[config.mk]
export PLATFORM = sky130hd
export DESIGN_NAME = nmea_sentence_deframer_core
export DESIGN_NICKNAME = d
export VERILOG_FILES = /design/src/hw/rtl/nsd_pkg.sv /design/src/hw/rtl/nsd_framer.sv /design/src/hw/rtl/nsd_obuf.sv /design/src/hw/rtl/nmea_sentence_deframer_core.sv
export SDC_FILE = /design/constraint.sdc
export NUM_CORES = 1
export LEC_CHECK = 0
export ABC_CLOCK_PERIOD_IN_PS = 9900
export BUFFER_PORTS_ARGS = -buffer_cell sky130_fd_sc_hd__buf_2
export CORE_ASPECT_RATIO = 0.5
export CORE_MARGIN = 8
export CORE_UTILIZATION = 45
export DETAILED_ROUTE_END_ITERATION = 7
export GPL_TIMING_DRIVEN = 0
export PLACE_DENSITY = 0.68
export SYNTH_ARGS = -nofsm -noshare
export SYNTH_HDL_FRONTEND = slang
export SYNTH_SLANG_ARGS = --single-unit
[constraint.sdc]
create_clock -name clk -period 9.9 [get_ports clk]
set_clock_uncertainty 0.15 [all_clocks]
set_input_delay 0.495 -clock clk [delete_from_list [all_inputs] [get_ports clk]]
set_output_delay 0.495 -clock clk [all_outputs]
set_load 0.02 [all_outputs]
[src/hw/rtl/nsd_pkg.sv]
// Package for the NMEA sentence deframer: status codes, ASCII constants,
// the verdict record type and the hex digit decoder.
// No dependencies.
package nsd_pkg;

    // Verdict codes reported on the status field.
    typedef enum logic [2:0] {
        ST_OK       = 3'd0,
        ST_MISMATCH = 3'd1,
        ST_BAD_HEX  = 3'd2,
        ST_NO_START = 3'd3,
        ST_TOO_LONG = 3'd4
    } status_t;

    // Framing characters.
    localparam logic [7:0] CH_DOLLAR = 8'h24;
    localparam logic [7:0] CH_BANG   = 8'h21;
    localparam logic [7:0] CH_STAR   = 8'h2A;

    // Number of address characters captured after the marker.
    localparam int ADDR_CHARS = 5;

    // Widths fixed by the result fields.
    localparam int FLEN_W = 13;

    // One verdict as it travels from the framer to the output buffer.
    typedef struct packed {
        status_t     status;
        logic        start_is_bang;
        logic [39:0] address_chars;
        logic [12:0] frame_length;
        logic [7:0]  received_checksum;
        logic [7:0]  computed_checksum;
    } verdict_t;

    // Decoded hex digit: bad is set for anything but 0-9, A-F, a-f.
    typedef struct packed {
        logic       bad;
        logic [3:0] value;
    } hex_digit_t;

    function automatic hex_digit_t hex_decode(input logic [7:0] b);
        hex_digit_t d;
        logic [7:0] t;
        d = '{bad: 1'b1, value: 4'd0};
        t = 8'd0;
        if (b inside {[8'h30:8'h39]}) begin
            t = b - 8'h30;
            d = '{bad: 1'b0, value: t[3:0]};
        end else if (b inside {[8'h41:8'h46]}) begin
            t = b - 8'h37;
            d = '{bad: 1'b0, value: t[3:0]};
        end else if (b inside {[8'h61:8'h66]}) begin
            t = b - 8'h57;
            d = '{bad: 1'b0, value: t[3:0]};
        end
        return d;
    endfunction

    function automatic logic is_marker(input logic [7:0] b);
        return (b == CH_DOLLAR) || (b == CH_BANG);
    endfunction

endpackage

[src/hw/rtl/nsd_framer.sv]
// Sentence framer: holds the per-sentence state and builds one verdict
// when the second checksum digit arrives. Depends on nsd_pkg.
module nsd_framer
    import nsd_pkg::*;
#(
    parameter int MAX_LEN = 4096
) (
    input  logic        clk,
    input  logic        rst_n,
    input  logic        accept,
    input  logic [7:0]  data_byte,
    input  logic        chk_en,
    output logic        verdict_valid,
    output verdict_t    verdict
);

    // The length counter saturates one above MAX_LEN.
    localparam int LEN_W = $clog2(MAX_LEN + 2);
    localparam logic [LEN_W-1:0] LEN_MAX = LEN_W'(MAX_LEN);

    typedef enum logic [1:0] {
        PH_BODY,
        PH_DIG1,
        PH_DIG2
    } phase_t;

    phase_t           phase_reg, phase_next;
    logic             have_start_reg, have_start_next;
    logic [7:0]       xor_reg, xor_next;
    logic [39:0]      addr_reg, addr_next;
    logic [2:0]       addr_cnt_reg, addr_cnt_next;
    logic [LEN_W-1:0] len_reg, len_next;
    logic [3:0]       first_digit_reg, first_digit_next;
    logic             digit_err_reg, digit_err_next;
    logic             bang_reg, bang_next;

    hex_digit_t       hd;
    logic             byte_is_marker;
    logic [LEN_W-1:0] len_inc;
    logic             hs;
    logic             derr;
    logic [LEN_W-1:0] len_end;
    logic [LEN_W-1:0] len_sat;
    logic [31:0]      len_wide;
    logic [7:0]       rx_sum;
    logic [39:0]      addr_ins;
    status_t          st;

    assign hd             = hex_decode(data_byte);
    assign byte_is_marker = is_marker(data_byte);
    assign len_inc        = (len_reg <= LEN_MAX) ? len_reg + LEN_W'(1) : len_reg;

    // A marker among the digits drops the start; only a started sentence counts the digits into the length.
    assign hs      = have_start_reg && !byte_is_marker;
    assign derr    = digit_err_reg || hd.bad;
    assign len_end = hs ? len_inc : len_reg;
    assign rx_sum  = derr ? 8'd0 : {first_digit_reg, hd.value};

    // Place the next address character below those already captured.
    always_comb
    begin
        case (addr_cnt_reg)
            3'd0:    addr_ins = {data_byte, 32'd0};
            3'd1:    addr_ins = {8'd0, data_byte, 24'd0};
            3'd2:    addr_ins = {16'd0, data_byte, 16'd0};
            3'd3:    addr_ins = {24'd0, data_byte, 8'd0};
            3'd4:    addr_ins = {32'd0, data_byte};
            default: addr_ins = 40'd0;
        endcase
    end

    // Verdict in priority order.
    always_comb
    begin
        if (!hs)
            st = ST_NO_START;
        else if (len_end > LEN_MAX)
            st = ST_TOO_LONG;
        else if (!chk_en)
            st = ST_OK;
        else if (derr)
            st = ST_BAD_HEX;
        else if (rx_sum != xor_reg)
            st = ST_MISMATCH;
        else
            st = ST_OK;
    end

    assign len_sat  = (len_end > LEN_MAX) ? LEN_MAX : len_end;
    assign len_wide = 32'(len_sat);

    always_comb
    begin
        verdict.status            = st;
        verdict.start_is_bang     = hs ? bang_reg : 1'b0;
        verdict.address_chars     = hs ? addr_reg : 40'd0;
        verdict.frame_length      = hs ? len_wide[FLEN_W-1:0] : 13'd0;
        verdict.received_checksum = rx_sum;
        verdict.computed_checksum = hs ? xor_reg : 8'd0;
    end

    assign verdict_valid = accept && (phase_reg == PH_DIG2);

    // Next state for one accepted byte.
    always_comb
    begin
        phase_next       = phase_reg;
        have_start_next  = have_start_reg;
        xor_next         = xor_reg;
        addr_next        = addr_reg;
        addr_cnt_next    = addr_cnt_reg;
        len_next         = len_reg;
        first_digit_next = first_digit_reg;
        digit_err_next   = digit_err_reg;
        bang_next        = bang_reg;
        if (accept)
        begin
            case (phase_reg)
                PH_BODY:
                begin
                    if (byte_is_marker)
                    begin
                        have_start_next = 1'b1;
                        bang_next       = (data_byte == CH_BANG);
                        xor_next        = 8'd0;
                        addr_next       = 40'd0;
                        addr_cnt_next   = 3'd0;
                        len_next        = LEN_W'(1);
                    end
                    else if (data_byte == CH_STAR)
                    begin
                        phase_next       = PH_DIG1;
                        digit_err_next   = 1'b0;
                        first_digit_next = 4'd0;
                        if (have_start_reg)
                            len_next = len_inc;
                    end
                    else if (have_start_reg)
                    begin
                        xor_next = xor_reg ^ data_byte;
                        if (addr_cnt_reg < 3'(ADDR_CHARS))
                        begin
                            addr_next     = addr_reg | addr_ins;
                            addr_cnt_next = addr_cnt_reg + 3'd1;
                        end
                        len_next = len_inc;
                    end
                end
                PH_DIG1:
                begin
                    phase_next       = PH_DIG2;
                    have_start_next  = hs;
                    digit_err_next   = derr;
                    first_digit_next = hd.value;
                    len_next         = len_end;
                end
                default:
                begin
                    // Second digit: verdict goes out, frame state clears.
                    phase_next       = PH_BODY;
                    have_start_next  = 1'b0;
                    xor_next         = 8'd0;
                    addr_next        = 40'd0;
                    addr_cnt_next    = 3'd0;
                    len_next         = '0;
                    first_digit_next = 4'd0;
                    digit_err_next   = 1'b0;
                    bang_next        = 1'b0;
                end
            endcase
        end
    end

    // Frame state registers.
    always_ff @(posedge clk or negedge rst_n)
    begin
        if (!rst_n)
        begin
            phase_reg       <= PH_BODY;
            have_start_reg  <= 1'b0;
            xor_reg         <= 8'd0;
            addr_reg        <= 40'd0;
            addr_cnt_reg    <= 3'd0;
            len_reg         <= '0;
            first_digit_reg <= 4'd0;
            digit_err_reg   <= 1'b0;
            bang_reg        <= 1'b0;
        end
        else
        begin
            phase_reg       <= phase_next;
            have_start_reg  <= have_start_next;
            xor_reg         <= xor_next;
            addr_reg        <= addr_next;
            addr_cnt_reg    <= addr_cnt_next;
            len_reg         <= len_next;
            first_digit_reg <= first_digit_next;
            digit_err_reg   <= digit_err_next;
            bang_reg        <= bang_next;
        end
    end

endmodule

[src/hw/rtl/nsd_obuf.sv]
// Two-entry verdict buffer: a registered output slot plus a skid slot,
// so the input side keeps moving while a verdict waits. Depends on nsd_pkg.
module nsd_obuf
    import nsd_pkg::*;
(
    input  logic     clk,
    input  logic     rst_n,
    input  logic     push,
    input  verdict_t push_data,
    output logic     full,
    output logic     out_valid,
    input  logic     out_ready,
    output verdict_t head
);

    logic [1:0] count_reg, count_next;
    verdict_t   slot0_reg, slot0_next;
    verdict_t   slot1_reg, slot1_next;
    logic       pop;

    assign pop       = out_valid && out_ready;
    assign out_valid = (count_reg != 2'd0);
    assign full      = (count_reg == 2'd2);
    assign head      = slot0_reg;

    // Slot update; a push never arrives while both slots are full.
    always_comb
    begin
        count_next = count_reg;
        slot0_next = slot0_reg;
        slot1_next = slot1_reg;
        case (count_reg)
            2'd0:
            begin
                if (push)
                begin
                    slot0_next = push_data;
                    count_next = 2'd1;
                end
            end
            2'd1:
            begin
                if (push && pop)
                    slot0_next = push_data;
                else if (push)
                begin
                    slot1_next = push_data;
                    count_next = 2'd2;
                end
                else if (pop)
                    count_next = 2'd0;
            end
            2'd2:
            begin
                if (pop)
                begin
                    slot0_next = slot1_reg;
                    count_next = 2'd1;
                end
            end
            default:
                count_next = 2'd0;
        endcase
    end

    always_ff @(posedge clk or negedge rst_n)
    begin
        if (!rst_n)
            count_reg <= 2'd0;
        else
            count_reg <= count_next;
    end

    // Payload slots carry no reset.
    always_ff @(posedge clk)
    begin
        slot0_reg <= slot0_next;
        slot1_reg <= slot1_next;
    end

endmodule

[src/hw/rtl/nmea_sentence_deframer_core.sv]
// NMEA sentence deframer top level: byte input channel, verdict output
// channel and the checksum check enable register.
// Depends on nsd_pkg, nsd_framer and nsd_obuf.
//
// Usage: received bytes enter one per item on in_valid/in_ready/data_byte.
// The last '$' or '!' before a '*' opens a sentence; the two bytes after
// the '*' close it, and exactly one verdict item then leaves on
// out_valid/out_ready with status and the framing fields. Other bytes
// produce no item.
// Throughput is one byte per cycle while in_ready is high; each byte updates
// the frame state in the cycle it is accepted. The verdict is registered
// into the output buffer when the second checksum digit is accepted.
// A two-entry output buffer holds verdicts: while one waits, bytes keep
// flowing, and in_ready drops only when both entries are occupied.
// Reset clears the frame state, empties the buffer and sets checking on.
// cfg_wr_en/cfg_wr_data write checksum_check_enable whenever enabled.
module nmea_sentence_deframer_core
    import nsd_pkg::*;
#(
    parameter int MAX_LEN = 4096
) (
    input  logic        clk,
    input  logic        rst_n,
    input  logic        cfg_wr_en,
    input  logic        cfg_wr_data,
    input  logic        in_valid,
    output logic        in_ready,
    input  logic [7:0]  data_byte,
    output logic        out_valid,
    input  logic        out_ready,
    output logic [2:0]  status,
    output logic        start_is_bang,
    output logic [39:0] address_chars,
    output logic [12:0] frame_length,
    output logic [7:0]  received_checksum,
    output logic [7:0]  computed_checksum
);

    logic     chk_en_reg;
    logic     accept;
    logic     buf_full;
    logic     verdict_valid;
    verdict_t verdict;
    verdict_t head;

    // Checksum check enable register.
    always_ff @(posedge clk or negedge rst_n)
    begin
        if (!rst_n)
            chk_en_reg <= 1'b1;
        else if (cfg_wr_en)
            chk_en_reg <= cfg_wr_data;
    end

    assign in_ready = !buf_full;
    assign accept   = in_valid && in_ready;

    nsd_framer #(
        .MAX_LEN (MAX_LEN)
    ) u_framer (
        .clk           (clk),
        .rst_n         (rst_n),
        .accept        (accept),
        .data_byte     (data_byte),
        .chk_en        (chk_en_reg),
        .verdict_valid (verdict_valid),
        .verdict       (verdict)
    );

    nsd_obuf u_obuf (
        .clk       (clk),
        .rst_n     (rst_n),
        .push      (verdict_valid),
        .push_data (verdict),
        .full      (buf_full),
        .out_valid (out_valid),
        .out_ready (out_ready),
        .head      (head)
    );

    // Output fields come straight from the head slot.
    assign status            = head.status;
    assign start_is_bang     = head.start_is_bang;
    assign address_chars     = head.address_chars;
    assign frame_length      = head.frame_length;
    assign received_checksum = head.received_checksum;
    assign computed_checksum = head.computed_checksum;

endmodule

==> impl_metrics.json <==
{
  "rsz0062_at_grt": "false",
  "cts_hold_buffers": 1,
  "synth_commonest_cells": "146 x edfxtp_1, 100 x nor2_1, 75 x dfrtp_1, 67 x nand2_1, 55 x a21oi_1",
  "die_area_mm2": 0.02739,
  "ys.flop_type": "edfxtp_1",
  "cts_sinks": 222,
  "period_minus_slack_ns": 3.929,
  "crit_type": "in -> reg",
  "grt_pass1_wl_um": 36730,
  "portBuffers": 84,
  "setup.worst_path.start_class": "primary input",
  "route.vias.total": 6709,
  "finalNonFillerCells": 1252,
  "final_hold_viol_count": 0,
  "grt.total_usage": 0.1664,
  "yosys.area.top_type_share": 0.4410,
  "drtAntennaViolNets": 0,
  "place_area_mm2": 0.01087,
  "core_region_area_mm2": 0.02168,
  "numCtsBuffers": 21,
  "dp_hpwl_um": 15730,
  "nets": 963,
  "drt_drc_violations_left": 0,
  "antenna_found_initial": 0,
  "hold_class": "in -> reg",
  "area_delta_synth_final_pct": 15.82,
  "post_cts_buffers": 0,
  "n_antenna_cell": 0,
  "stdcell_area_mm2": 0.01151,
  "slew_violations": 0,
  "clkTransAtPathRegs_ns": 0.06,
  "grt-ovfl-total": 0,
  "postSynth.asyncResetShare": 0.3423,
  "io_pins": 89,
  "post_cts_resized": 0,
  "initial_core_util": 0.4586,
  "avgSynthCellArea_um2": 12.11,
  "synth_nets": 847,
  "synth_cell_types": 66,
  "drtIter0Drc": 516,
  "yosys.cell_count.top_type": "edfxtp_1",
  "critPathArrivalTime_ns": 4.07,
  "finalSetupViolations": 0,
  "required_ns": 10.04,
  "gp_congestion": 0.8672,
  "cts_tree": "built",
  "synth_edf_count": 146,
  "worst_slack_ns": 5.971,
  "yosys_warnings": 0,
  "synth_top_area_cell": "edfxtp_1",
  "fmax_mhz": 254.5,
  "preCtsSetupSlack_ns": 5.502,
  "place_inst": 1213,
  "syn-cell-area_mm2": 0.009942,
  "synth_cells": 821,
  "worst-path-max-fanout": 10,
  "finalWirelength_um": 22880,
  "dieHeight_um": 121.1,
  "drv_cap": 0,
  "ys_seq_area_frac": 0.6324,
  "irDropWorstVdd_mv": 0.1127,
  "die_w_um": 226.2,
  "fp-row-count": 38,
  "drive_gt1_frac": 0.2122,
  "vias_per_cell": 5.359,
  "power_density_mw_per_mm2": 221.3,
  "p_leak_uw": 0.004382,
  "clockBufferDepth": 3,
  "drt-pass1-iter-count": 5,
  "ys_ff_latch": 222,
  "synth.area.top_cells": "edfxtp_1 44%, dfrtp_1 19%, mux2_2 6.1%",
  "htree_levels": 1,
  "period_share": 0.3968,
  "cts_root_buffer": "clkbuf_16",
  "grt_pass1_vias": 6622,
  "status": "complete, no violations",
  "end_kind": "flip-flop",
  "clock_latency_ns": 0.50,
  "worst_pin_slew_ns": 0.9580,
  "grt_max_degree": 67,
  "tns_ns": 0,
  "wl_per_cell_um": 18.27,
  "slew_headroom": 0.3527
}
[worst max-delay path: stages]
cell and delay [ns]:
buf_2 0.11, clkbuf_1 0.45, inv_1 0.18, ha_1 0.26
mux2_2 0.31, a31oi_1 0.63, and4_1 0.33, o221ai_1 0.19
nor4_2 0.38, a21o_1 0.18, nand2_2 0.09, buf_6 0.16
o31ai_1 0.31
[cell type report]
| class | instances | area (um2) |
|---|---|---|
| clock inverters | 6 | 56.30 |
| fillers | 1909 | 10170 |
| repair buffers | 93 | 551.8 |
| clock buffers | 32 | 576.8 |
| flip-flops and latches | 222 | 6287 |
| well taps | 300 | 375.4 |
| multi-input cells | 531 | 3369 |
| plain buffers | 51 | 234.0 |
| inverters | 17 | 63.81 |
[path summary, 6_finish.rpt]
path	cells after the start	slack (ns)	startpoint	end
worst max-delay path	13	5.97	data_byte[1]	u_obuf.head[26]
worst min-delay path	2	0.06	out_ready	u_obuf.count_reg[1]
worst max register to register	12	6.29	u_framer.len_reg[0]	u_obuf.head[26]
worst min register to register	2	0.34	u_framer.addr_reg[28]	u_framer.addr_reg[28]
max in group asynchronous	3	8.72	rst_n	chk_en_reg
min in group asynchronous	2	0.23	rst_n	u_framer.addr_reg[28]
[where the power goes]
part,switching [uW],internal [uW],total (uW)
clock,329,429,757
sequential,80.7,1170,1250
combinational,289,248,537
[cells in the final DEF (no fill, tap or decap), drive strengths merged, types with 18 or more instances in the layout]
cell	netlist	final
dfrtp	75	75
buf	14	106
o21ai	27	27
a21oi	55	55
and2	48	48
edfxtp	146	146
nand2	68	68
mux2	54	54
clkbuf	37	69
inv	17	18
o31ai	21	21
nor2	100	100
[logic make-up (layout without fill, tap and decap cells)]
family / Yosys count / count (layout) / share of synthesized area
buffers and inverters: 68 / 199 / 0.02995
AND/OR/NAND/NOR: 295 / 295 / 0.1470
multiplexers: 55 / 55 / 0.06217
flip-flops: 222 / 222 / 0.6324
AO/OA/AOI/OAI: 145 / 145 / 0.09225
adder cells (fa/ha/maj): 12 / 12 / 0.01510
XOR/XNOR: 24 / 24 / 0.02114
[through the flow]
stage / hold slack [ns] / power [uW] / util
2_1_floorplan: 0.04941 / 1653 / -
3_3_place_gp: 0.3188 / 1780 / 0.4953
3_5_place_dp: 0.2052 / 1799 / 0.5014
4_1_cts: 0.04172 / 2570 / 0.5311
5_1_grt: 0.05420 / 2679 / 0.5311
6_report: 0.05513 / 2548 / 0.5311
[metal layers]
metal,part of all wire,global-route usage,vias to the layer above
met5,0,0,-
li1,-,-,3178
met2,0.47,0.2708,194
met4,0.022,0.04817,0
met1,0.46,0.2307,3303
met3,0.051,0.02437,34
No activity file was read; power rests on OpenSTA's default activity.
